<file path="config.mk">
export PLATFORM = sky130hd
export DESIGN_NAME = glyph_text_layout_expander_unit
export DESIGN_NICKNAME = d
export VERILOG_FILES = /design/src/sv/gtle_pkg.sv /design/src/sv/gtle_ctrl.sv /design/src/sv/gtle_dp.sv /design/src/sv/glyph_text_layout_expander_unit.sv
export SDC_FILE = /design/constraint.sdc
export NUM_CORES = 1
export LEC_CHECK = 0
export BUFFER_PORTS_ARGS = -buffer_cell sky130_fd_sc_hd__buf_4
export CAP_MARGIN = 20
export CORE_ASPECT_RATIO = 1.75
export CORE_MARGIN = 4
export CORE_UTILIZATION = 53
export DETAILED_ROUTE_END_ITERATION = 6
export PLACE_DENSITY = 0.89
export SYNTH_ARGS = -nofsm -noshare
export SYNTH_HDL_FRONTEND = slang
export SYNTH_SLANG_ARGS = --single-unit
</file>
<file path="constraint.sdc">
create_clock -name clk -period 2.3 [get_ports clk]
set_input_delay 0 -clock clk [delete_from_list [all_inputs] [get_ports clk]]
set_output_delay 0 -clock clk [all_outputs]
set_load 0.05 [all_outputs]
</file>
<file path="src/sv/gtle_pkg.sv">
// Shared types, constants and the control-code expansion table for the text layout expander.
package gtle_pkg;

	localparam int unsigned GLYPH_SIZE = 8;
	localparam logic [15:0] GLYPH_STEP = 16'(GLYPH_SIZE);

	localparam logic [7:0] CODE_NUL     = 8'h00;
	localparam logic [7:0] CODE_END     = 8'h50;
	localparam logic [7:0] CODE_NEWLINE = 8'h4F;
	localparam logic [7:0] CTRL_LO      = 8'h48;
	localparam logic [7:0] CTRL_HI      = 8'h5F;

	localparam logic KIND_GLYPH = 1'b0;
	localparam logic KIND_END   = 1'b1;

	typedef struct packed {
		logic [7:0]         char_code;
		logic               first;
		logic signed [15:0] start_x;
		logic signed [15:0] start_y;
	} req_word_t;

	typedef struct packed {
		logic               kind;
		logic signed [15:0] dest_x;
		logic signed [15:0] dest_y;
		logic [3:0]         tile_col;
		logic [3:0]         tile_row;
		logic signed [15:0] drawn_width;
		logic               last;
	} rsp_word_t;

	// How the datapath classes the word at its input
	typedef enum logic [2:0] {
		CLS_IGNORE,
		CLS_END,
		CLS_NEWLINE,
		CLS_EXPAND,
		CLS_NONE,
		CLS_GLYPH
	} cls_t;

	typedef enum logic {
		ST_IDLE,
		ST_EXPAND
	} ctl_state_t;

	typedef struct packed {
		logic take;
		logic emit_exp;
	} dp_cmd_t;

	typedef struct packed {
		cls_t cls;
		logic exp_last;
		logic out_free;
	} dp_sts_t;

	// Number of glyphs a control code expands to, indexed by code minus CTRL_LO
	function automatic logic [2:0] exp_count(input logic [4:0] sel);
		logic [2:0] n;
		case (sel)
			5'h02:   n = 3'd2;
			5'h0C:   n = 3'd4;
			5'h0E:   n = 3'd1;
			5'h13:   n = 3'd2;
			5'h14:   n = 3'd2;
			5'h15:   n = 3'd7;
			5'h16:   n = 3'd6;
			default: n = 3'd0;
		endcase
		return n;
	endfunction

	// Glyph codes of an expansion, element 0 drawn first
	function automatic logic [6:0][7:0] exp_glyphs(input logic [4:0] sel);
		logic [6:0][7:0] g;
		g = '0;
		case (sel)
			5'h02: begin
				g[0] = 8'hE1; g[1] = 8'hE2;
			end
			5'h0C: begin
				g[0] = 8'h8F; g[1] = 8'h8E; g[2] = 8'h8A; g[3] = 8'hBA;
			end
			5'h0E: begin
				g[0] = 8'h75;
			end
			5'h13: begin
				g[0] = 8'h8F; g[1] = 8'h82;
			end
			5'h14: begin
				g[0] = 8'h82; g[1] = 8'h8C;
			end
			5'h15: begin
				g[0] = 8'h93; g[1] = 8'h91; g[2] = 8'h80; g[3] = 8'h88;
				g[4] = 8'h8D; g[5] = 8'h84; g[6] = 8'h91;
			end
			5'h16: begin
				g[0] = 8'h91; g[1] = 8'h8E; g[2] = 8'h82; g[3] = 8'h8A;
				g[4] = 8'h84; g[5] = 8'h93;
			end
			default: begin
				g = '0;
			end
		endcase
		return g;
	endfunction

endpackage

</file>
<file path="src/sv/gtle_ctrl.sv">
// Controller state machine: gates input words and steps through control-code expansions.
module gtle_ctrl import gtle_pkg::*; (
	input  logic    clk,
	input  logic    arst_n,
	input  logic    req_valid,
	output logic    req_ready,
	input  dp_sts_t sts,
	output dp_cmd_t cmd
);

	ctl_state_t state_q, state_d;

	// Hold state, move to expansion on a macro code, leave after its last glyph
	always_comb begin
		state_d = state_q;
		case (state_q)
			ST_IDLE: begin
				if (req_valid && sts.out_free && sts.cls == CLS_EXPAND)
					state_d = ST_EXPAND;
			end
			ST_EXPAND: begin
				if (sts.out_free && sts.exp_last)
					state_d = ST_IDLE;
			end
			default: state_d = ST_IDLE;
		endcase
	end

	// Issue take and emit commands
	always_comb begin
		req_ready    = 1'b0;
		cmd.take     = 1'b0;
		cmd.emit_exp = 1'b0;
		case (state_q)
			ST_IDLE: begin
				req_ready = sts.out_free;
				cmd.take  = req_valid && sts.out_free;
			end
			ST_EXPAND: begin
				cmd.emit_exp = sts.out_free;
			end
			default: begin
				req_ready = 1'b0;
			end
		endcase
	end

	always_ff @(posedge clk or negedge arst_n) begin
		if (!arst_n)
			state_q <= ST_IDLE;
		else
			state_q <= state_d;
	end

endmodule

</file>
<file path="src/sv/gtle_dp.sv">
// Datapath: cursor and origin registers, code classing, expansion counter and output register.
module gtle_dp import gtle_pkg::*; (
	input  logic      clk,
	input  logic      arst_n,
	input  req_word_t req,
	input  dp_cmd_t   cmd,
	output dp_sts_t   sts,
	input  logic      rsp_ready,
	output logic      rsp_valid,
	output rsp_word_t rsp
);

	logic [15:0] cur_x_q, cur_y_q, org_x_q;
	logic        ended_q;
	logic [4:0]  exp_sel_q;
	logic [2:0]  exp_cnt_q, exp_idx_q;
	logic        out_valid_q;
	rsp_word_t   out_q;

	logic [15:0]     cx_eff, cy_eff, ox_eff;
	logic            ended_eff;
	logic [7:0]      ctrl_off;
	logic [4:0]      sel;
	logic [2:0]      sel_cnt;
	cls_t            cls;
	logic [6:0][7:0] exp_tab;
	logic [7:0]      exp_code;
	logic            load_out;

	// Apply the start fields when a new string begins
	assign cx_eff    = req.first ? req.start_x : cur_x_q;
	assign cy_eff    = req.first ? req.start_y : cur_y_q;
	assign ox_eff    = req.first ? req.start_x : org_x_q;
	assign ended_eff = req.first ? 1'b0 : ended_q;

	assign ctrl_off = req.char_code - CTRL_LO;
	assign sel      = ctrl_off[4:0];
	assign sel_cnt  = exp_count(sel);

	// Class the incoming word
	always_comb begin
		if (ended_eff)
			cls = CLS_IGNORE;
		else if (req.char_code == CODE_NUL || req.char_code == CODE_END)
			cls = CLS_END;
		else if (req.char_code == CODE_NEWLINE)
			cls = CLS_NEWLINE;
		else if (req.char_code inside {[CTRL_LO:CTRL_HI]})
			cls = (sel_cnt != 3'd0) ? CLS_EXPAND : CLS_NONE;
		else
			cls = CLS_GLYPH;
	end

	assign exp_tab  = exp_glyphs(exp_sel_q);
	assign exp_code = exp_tab[exp_idx_q];

	assign sts.cls      = cls;
	assign sts.exp_last = (exp_idx_q == exp_cnt_q - 3'd1);
	assign sts.out_free = !out_valid_q || rsp_ready;

	assign load_out = (cmd.take && (cls == CLS_END || cls == CLS_GLYPH)) || cmd.emit_exp;

	// Advance cursor, latch expansions, track end of string
	always_ff @(posedge clk or negedge arst_n) begin
		if (!arst_n) begin
			cur_x_q   <= '0;
			cur_y_q   <= '0;
			org_x_q   <= '0;
			ended_q   <= 1'b1;
			exp_sel_q <= '0;
			exp_cnt_q <= '0;
			exp_idx_q <= '0;
		end else if (cmd.take) begin
			cur_x_q <= cx_eff;
			cur_y_q <= cy_eff;
			org_x_q <= ox_eff;
			ended_q <= ended_eff;
			case (cls)
				CLS_END: begin
					ended_q <= 1'b1;
				end
				CLS_NEWLINE: begin
					cur_x_q <= ox_eff;
					cur_y_q <= cy_eff + GLYPH_STEP;
				end
				CLS_GLYPH: begin
					cur_x_q <= cx_eff + GLYPH_STEP;
				end
				CLS_EXPAND: begin
					exp_sel_q <= sel;
					exp_cnt_q <= sel_cnt;
					exp_idx_q <= '0;
				end
				default: begin
					ended_q <= ended_eff;
				end
			endcase
		end else if (cmd.emit_exp) begin
			cur_x_q   <= cur_x_q + GLYPH_STEP;
			exp_idx_q <= exp_idx_q + 3'd1;
		end
	end

	// Output register: hold until taken
	always_ff @(posedge clk or negedge arst_n) begin
		if (!arst_n)
			out_valid_q <= 1'b0;
		else if (load_out)
			out_valid_q <= 1'b1;
		else if (rsp_ready)
			out_valid_q <= 1'b0;
	end

	always_ff @(posedge clk) begin
		if (cmd.emit_exp) begin
			out_q.kind        <= KIND_GLYPH;
			out_q.dest_x      <= cur_x_q;
			out_q.dest_y      <= cur_y_q;
			out_q.tile_col    <= exp_code[3:0];
			out_q.tile_row    <= exp_code[7:4];
			out_q.drawn_width <= '0;
			out_q.last        <= sts.exp_last;
		end else if (cmd.take && cls == CLS_END) begin
			out_q.kind        <= KIND_END;
			out_q.dest_x      <= '0;
			out_q.dest_y      <= '0;
			out_q.tile_col    <= '0;
			out_q.tile_row    <= '0;
			out_q.drawn_width <= cx_eff - ox_eff;
			out_q.last        <= 1'b1;
		end else if (cmd.take && cls == CLS_GLYPH) begin
			out_q.kind        <= KIND_GLYPH;
			out_q.dest_x      <= cx_eff;
			out_q.dest_y      <= cy_eff;
			out_q.tile_col    <= req.char_code[3:0];
			out_q.tile_row    <= req.char_code[7:4];
			out_q.drawn_width <= '0;
			out_q.last        <= 1'b1;
		end
	end

	assign rsp_valid = out_valid_q;
	assign rsp       = out_q;

endmodule

</file>
<file path="src/sv/glyph_text_layout_expander_unit.sv">
// Top level of the text layout expander: controller plus datapath.
// Timing: a plain glyph or end word appears in the cycle after its character is taken; the
// first glyph of a macro code passes the expansion state, then the single output register.
// Throughput: one plain character per cycle while the output is free; a macro code holds off
// new characters until the expansion counter has fed all its glyphs, one a cycle when free.
// Reset (arst_n low, asynchronous): cursor and origin clear, output empty, and the block
// ignores characters until one arrives with first set.
module glyph_text_layout_expander_unit import gtle_pkg::*; (
	input  logic      clk,
	input  logic      arst_n,
	input  logic      req_valid,
	output logic      req_ready,
	input  req_word_t req,
	output logic      rsp_valid,
	input  logic      rsp_ready,
	output rsp_word_t rsp
);

	dp_cmd_t cmd;
	dp_sts_t sts;

	gtle_ctrl u_ctrl (
		.clk       (clk),
		.arst_n    (arst_n),
		.req_valid (req_valid),
		.req_ready (req_ready),
		.sts       (sts),
		.cmd       (cmd)
	);

	gtle_dp u_dp (
		.clk       (clk),
		.arst_n    (arst_n),
		.req       (req),
		.cmd       (cmd),
		.sts       (sts),
		.rsp_ready (rsp_ready),
		.rsp_valid (rsp_valid),
		.rsp       (rsp)
	);

endmodule

</file>
==> load_flow_metrics.sql <==
INSERT INTO impl_metrics (metric_group, metric, value, unit) VALUES
('die', 'start_util', '54.3', '%'),
('worst_hold_path', 'hold_path_class', 'in2reg', ''),
('logic_synthesis', 'ys_seq_area_share', '39.9', '%'),
('logic_synthesis', 'synthTopCellsByArea', 'sky130_fd_sc_hd__dfrtp_1 (19%), sky130_fd_sc_hd__edfxtp_1 (16%), sky130_fd_sc_hd__nand2_1 (6.3%)', ''),
('logic_synthesis', 'syn_avg_cell_area', '8.80', 'um^2'),
('die', 'die-area', '16900', 'um^2'),
('logic_synthesis', 'synth-edff-count', '41', ''),
('logic_synthesis', 'yosys_register_bits', '120', ''),
('timing', 'slew_at_the_pin_closest_to_its_max_slew_limit', '862', 'ps'),
('route', 'totalWireLength', '25200', 'um'),
('layout', 'post_route_cells_drive_above_1_share', '26.9', '%'),
('logic_synthesis', 'combinational_family_with_the_most_area_after_synthesis', 'compound AO/OA/AOI/OAI gates', ''),
('logic_synthesis', 'synthesis.instances', '890', ''),
('logic_synthesis', 'yosysTopAreaCell', 'sky130_fd_sc_hd__dfrtp_1', ''),
('critical_path', 'worst_setup_path_startpoint', 'req[34]', ''),
('placement', 'io_buffer_count', '104', ''),
('critical_path', 'r2r.worst_path.cells', '12', ''),
('logic_synthesis', 'syn-cell-area', '7840', 'um^2'),
('placement', 'dp_hpwl', '17300', 'um'),
('critical_path', 'worst_setup_path_end_kind', 'flop', ''),
('die', 'floorplan.die.height', '169', 'um'),
('grt', 'grt_pass1_vias', '8195', ''),
('clock_network', 'clkSinkCount', '120', ''),
('timing', 'finalHoldViolCount', '0', ''),
('die', 'number_of_standard_cell_rows_in_the_floorplan', '58', ''),
('logic_synthesis', 'asyncSetResetFlopFracSynth', '51.7', '%'),
('timing', 'slew_viol_final', '0', ''),
('placement', 'gp_congestion', '0.971', ''),
('logic_synthesis', 'synthesis.nets', '956', ''),
('critical_path', 'timing.reg2reg.setup_slack', '40', 'ps'),
('logic_synthesis', 'post_synth_most_frequent_cells', 'sky130_fd_sc_hd__nand2_1 (131), sky130_fd_sc_hd__o21ai_0 (73), sky130_fd_sc_hd__dfrtp_1 (61), sky130_fd_sc_hd__a21oi_1 (57), sky130_fd_sc_hd__edfxtp_1 (41)', ''),
('route', 'num_vias', '8190', ''),
('logic_synthesis', 'postSynth.topFlopCell', 'sky130_fd_sc_hd__dfrtp_1', ''),
('run', 'max_cap_viol_count', '0', ''),
('timing', 'timing.final.crit_share', '98.9', '%'),
('grt', 'grt-ovfl-total', '0', ''),
('timing', 'rsz0062_at_grt', 'true', ''),
('status', 'outcome', 'completed', ''),
('route', 'detail_route.drc_violations', '0', ''),
('logic_synthesis', 'yosys_warnings', '0', ''),
('layout', 'fin_cells', '1272', ''),
('clock_network', 'cts-root-buf', 'sky130_fd_sc_hd__clkbuf_16', ''),
('die', 'boundaryPins', '105', ''),
('clock_network', 'cts_max_level', '4', ''),
('timing', 'final_number_of_setup_violating_endpoints', '0', ''),
('pwr', 'power.leakage', '4.37', 'nW'),
('grt', 'grt_start_max_net_pins', '63', ''),
('critical_path', 'timing.critical_path.fanout_max', '24', ''),
('placement', 'cell_count_after_placement', '1210', ''),
('route', 'post_drt_via_cell_ratio', '6.44', ''),
('grt', 'wire_length_of_the_first_global_routing_pass', '39900', 'um'),
('clock_network', 'cts_tree', 'done', ''),
('timing', 'post-route-min-period', '2270', 'ps'),
('clock_network', 'tritoncts.num_buffers', '17', ''),
('timing', 'hold-worst-slack', '58.4', 'ps'),
('layout', 'area.growth.synth_to_final', '31.2', '%'),
('die', 'core', '14400', 'um^2'),
('layout', 'fin_nets', '1144', ''),
('route', 'antenna_left', '0', ''),
('timing', 'timing.slew.headroom', '42.5', '%'),
('logic_synthesis', 'netlist-cell-type-count', '81', ''),
('pwr', 'powerDensity', '1130', 'nW/um^2'),
('pwr', 'finalPower', '11.6', 'mW'),
('critical_path', 'worstSetupPathType', 'in2reg', ''),
('critical_path', 'cp-start-kind', 'input port', ''),
('die', 'die_width', '99.9', 'um'),
('logic_synthesis', 'synth.top_cell.area_share', '19.5', '%'),
('clock_network', 'insertion_delay', '420', 'ps'),
('timing', 'clock-skew-final', '12.7', 'ps'),
('grt', 'antenna_violations_before_repair', '0', ''),
('route', 'drt-wirelength-per-cell', '19.8', 'um');
## worst min path at each step
stage	slack, ps	startpoint	end	cells past startpoint
after floorplan	-300	arst_n	u_ctrl.state_q$_DFF_PN0_	0
after global placement	150	arst_n	u_dp.cur_x_q[10]$_DFFE_PN0P_	1
after detailed placement	140	arst_n	u_dp.org_x_q[10]$_DFFE_PN0P_	1
after CTS	50	req[16]	u_dp.rsp[1]$_SDFFE_PP0P_	5
after global routing	80	req[39]	u_dp.rsp[19]$_DFFE_PP_	3
final	60	req[27]	u_dp.org_x_q[11]$_DFFE_PN0P_	5
## power by group
group | total (mW) | switching, mW | internal [mW]
combinational | 5.66 | 3.36 | 2.30
clock | 2.41 | 0.990 | 1.42
sequential | 3.54 | 0.565 | 2.97
## layout by cell type (no fill, tap or decap), types with 26 or more instances in the layout
cell type	instances
sky130_fd_sc_hd__a21oi_1	55
sky130_fd_sc_hd__buf_4	202
sky130_fd_sc_hd__inv_1	29
sky130_fd_sc_hd__o21ai_0	65
sky130_fd_sc_hd__nand3_1	35
sky130_fd_sc_hd__nand2_1	130
sky130_fd_sc_hd__mux2i_1	26
sky130_fd_sc_hd__dfrtp_1	60
sky130_fd_sc_hd__nor2_1	35
sky130_fd_sc_hd__edfxtp_1	41
## layer usage
layer | global-route usage (%) | wire (um)
met1 | 32.1 | 8840
met2 | 52.3 | 13200
met3 | 4.62 | 1730
met4 | 19.2 | 1450
met5 | 0 | 0
## metrics by stage
stage          util, %  cell area, um^2  setup slack [ps]
3_5_place_dp      65.2             9410             -97.3
2_1_floorplan        -             7940             -11.0
5_1_grt           71.2            10300             -82.3
3_3_place_gp      65.2             9410             -77.5
4_1_cts           70.7            10200              20.7
6_report          71.2            10300              26.0
## worst max-delay path, stage by stage
cell and delay, ps:
sky130_fd_sc_hd__dlygate4sd3_1 540, sky130_fd_sc_hd__buf_4 190, sky130_fd_sc_hd__nor4_4 390, sky130_fd_sc_hd__nand3b_2 280, sky130_fd_sc_hd__or3_1 420, sky130_fd_sc_hd__buf_4 240
sky130_fd_sc_hd__a21oi_1 250, sky130_fd_sc_hd__a21oi_1 90
## state kept, by name (all words and copies together), names as in the netlist
register / cells
u_dp.rsp: 58
u_dp.cur_x_q: 16
u_dp.cur_y_q: 16
u_dp.org_x_q: 16
u_dp.exp_sel_q: 5
u_dp.exp_cnt_q: 3
u_dp.exp_idx_q: 3
u_ctrl.state_q: 1
u_dp.ended_q: 1
u_dp.rsp_valid: 1
## logic make-up after synthesis
family | Yosys count
muxes | 36
DFF | 120
and+or+nand+nor | 314
buffers and inverters | 95
adders and majority gates | 21
xor gates and xnor gates | 36
AOI/OAI and AO/OA | 268
## repair_timing
| action | in CTS | in global routing |
|---|---|---|
| gates resized for setup | 2 | 16 |
| pin swaps | 3 | 11 |
| buffers inserted | 0 | 3 |
| hold buffers | 24 | 0 |
| endpoints found under the setup margin | 4 | 21 |
| hold endpoints to repair | 98 | 0 |
## final cells by class
class,instances,area [um^2]
fill,1003,4160
sequential,120,3130
tap,180,225
clock inverter,12,77.6
multi-input combinational,675,4440
inverter,34,131
antenna,1,2.50
clock buffer,20,457
timing repair buffer,230,1820
(Power assumes the default switching activity.)
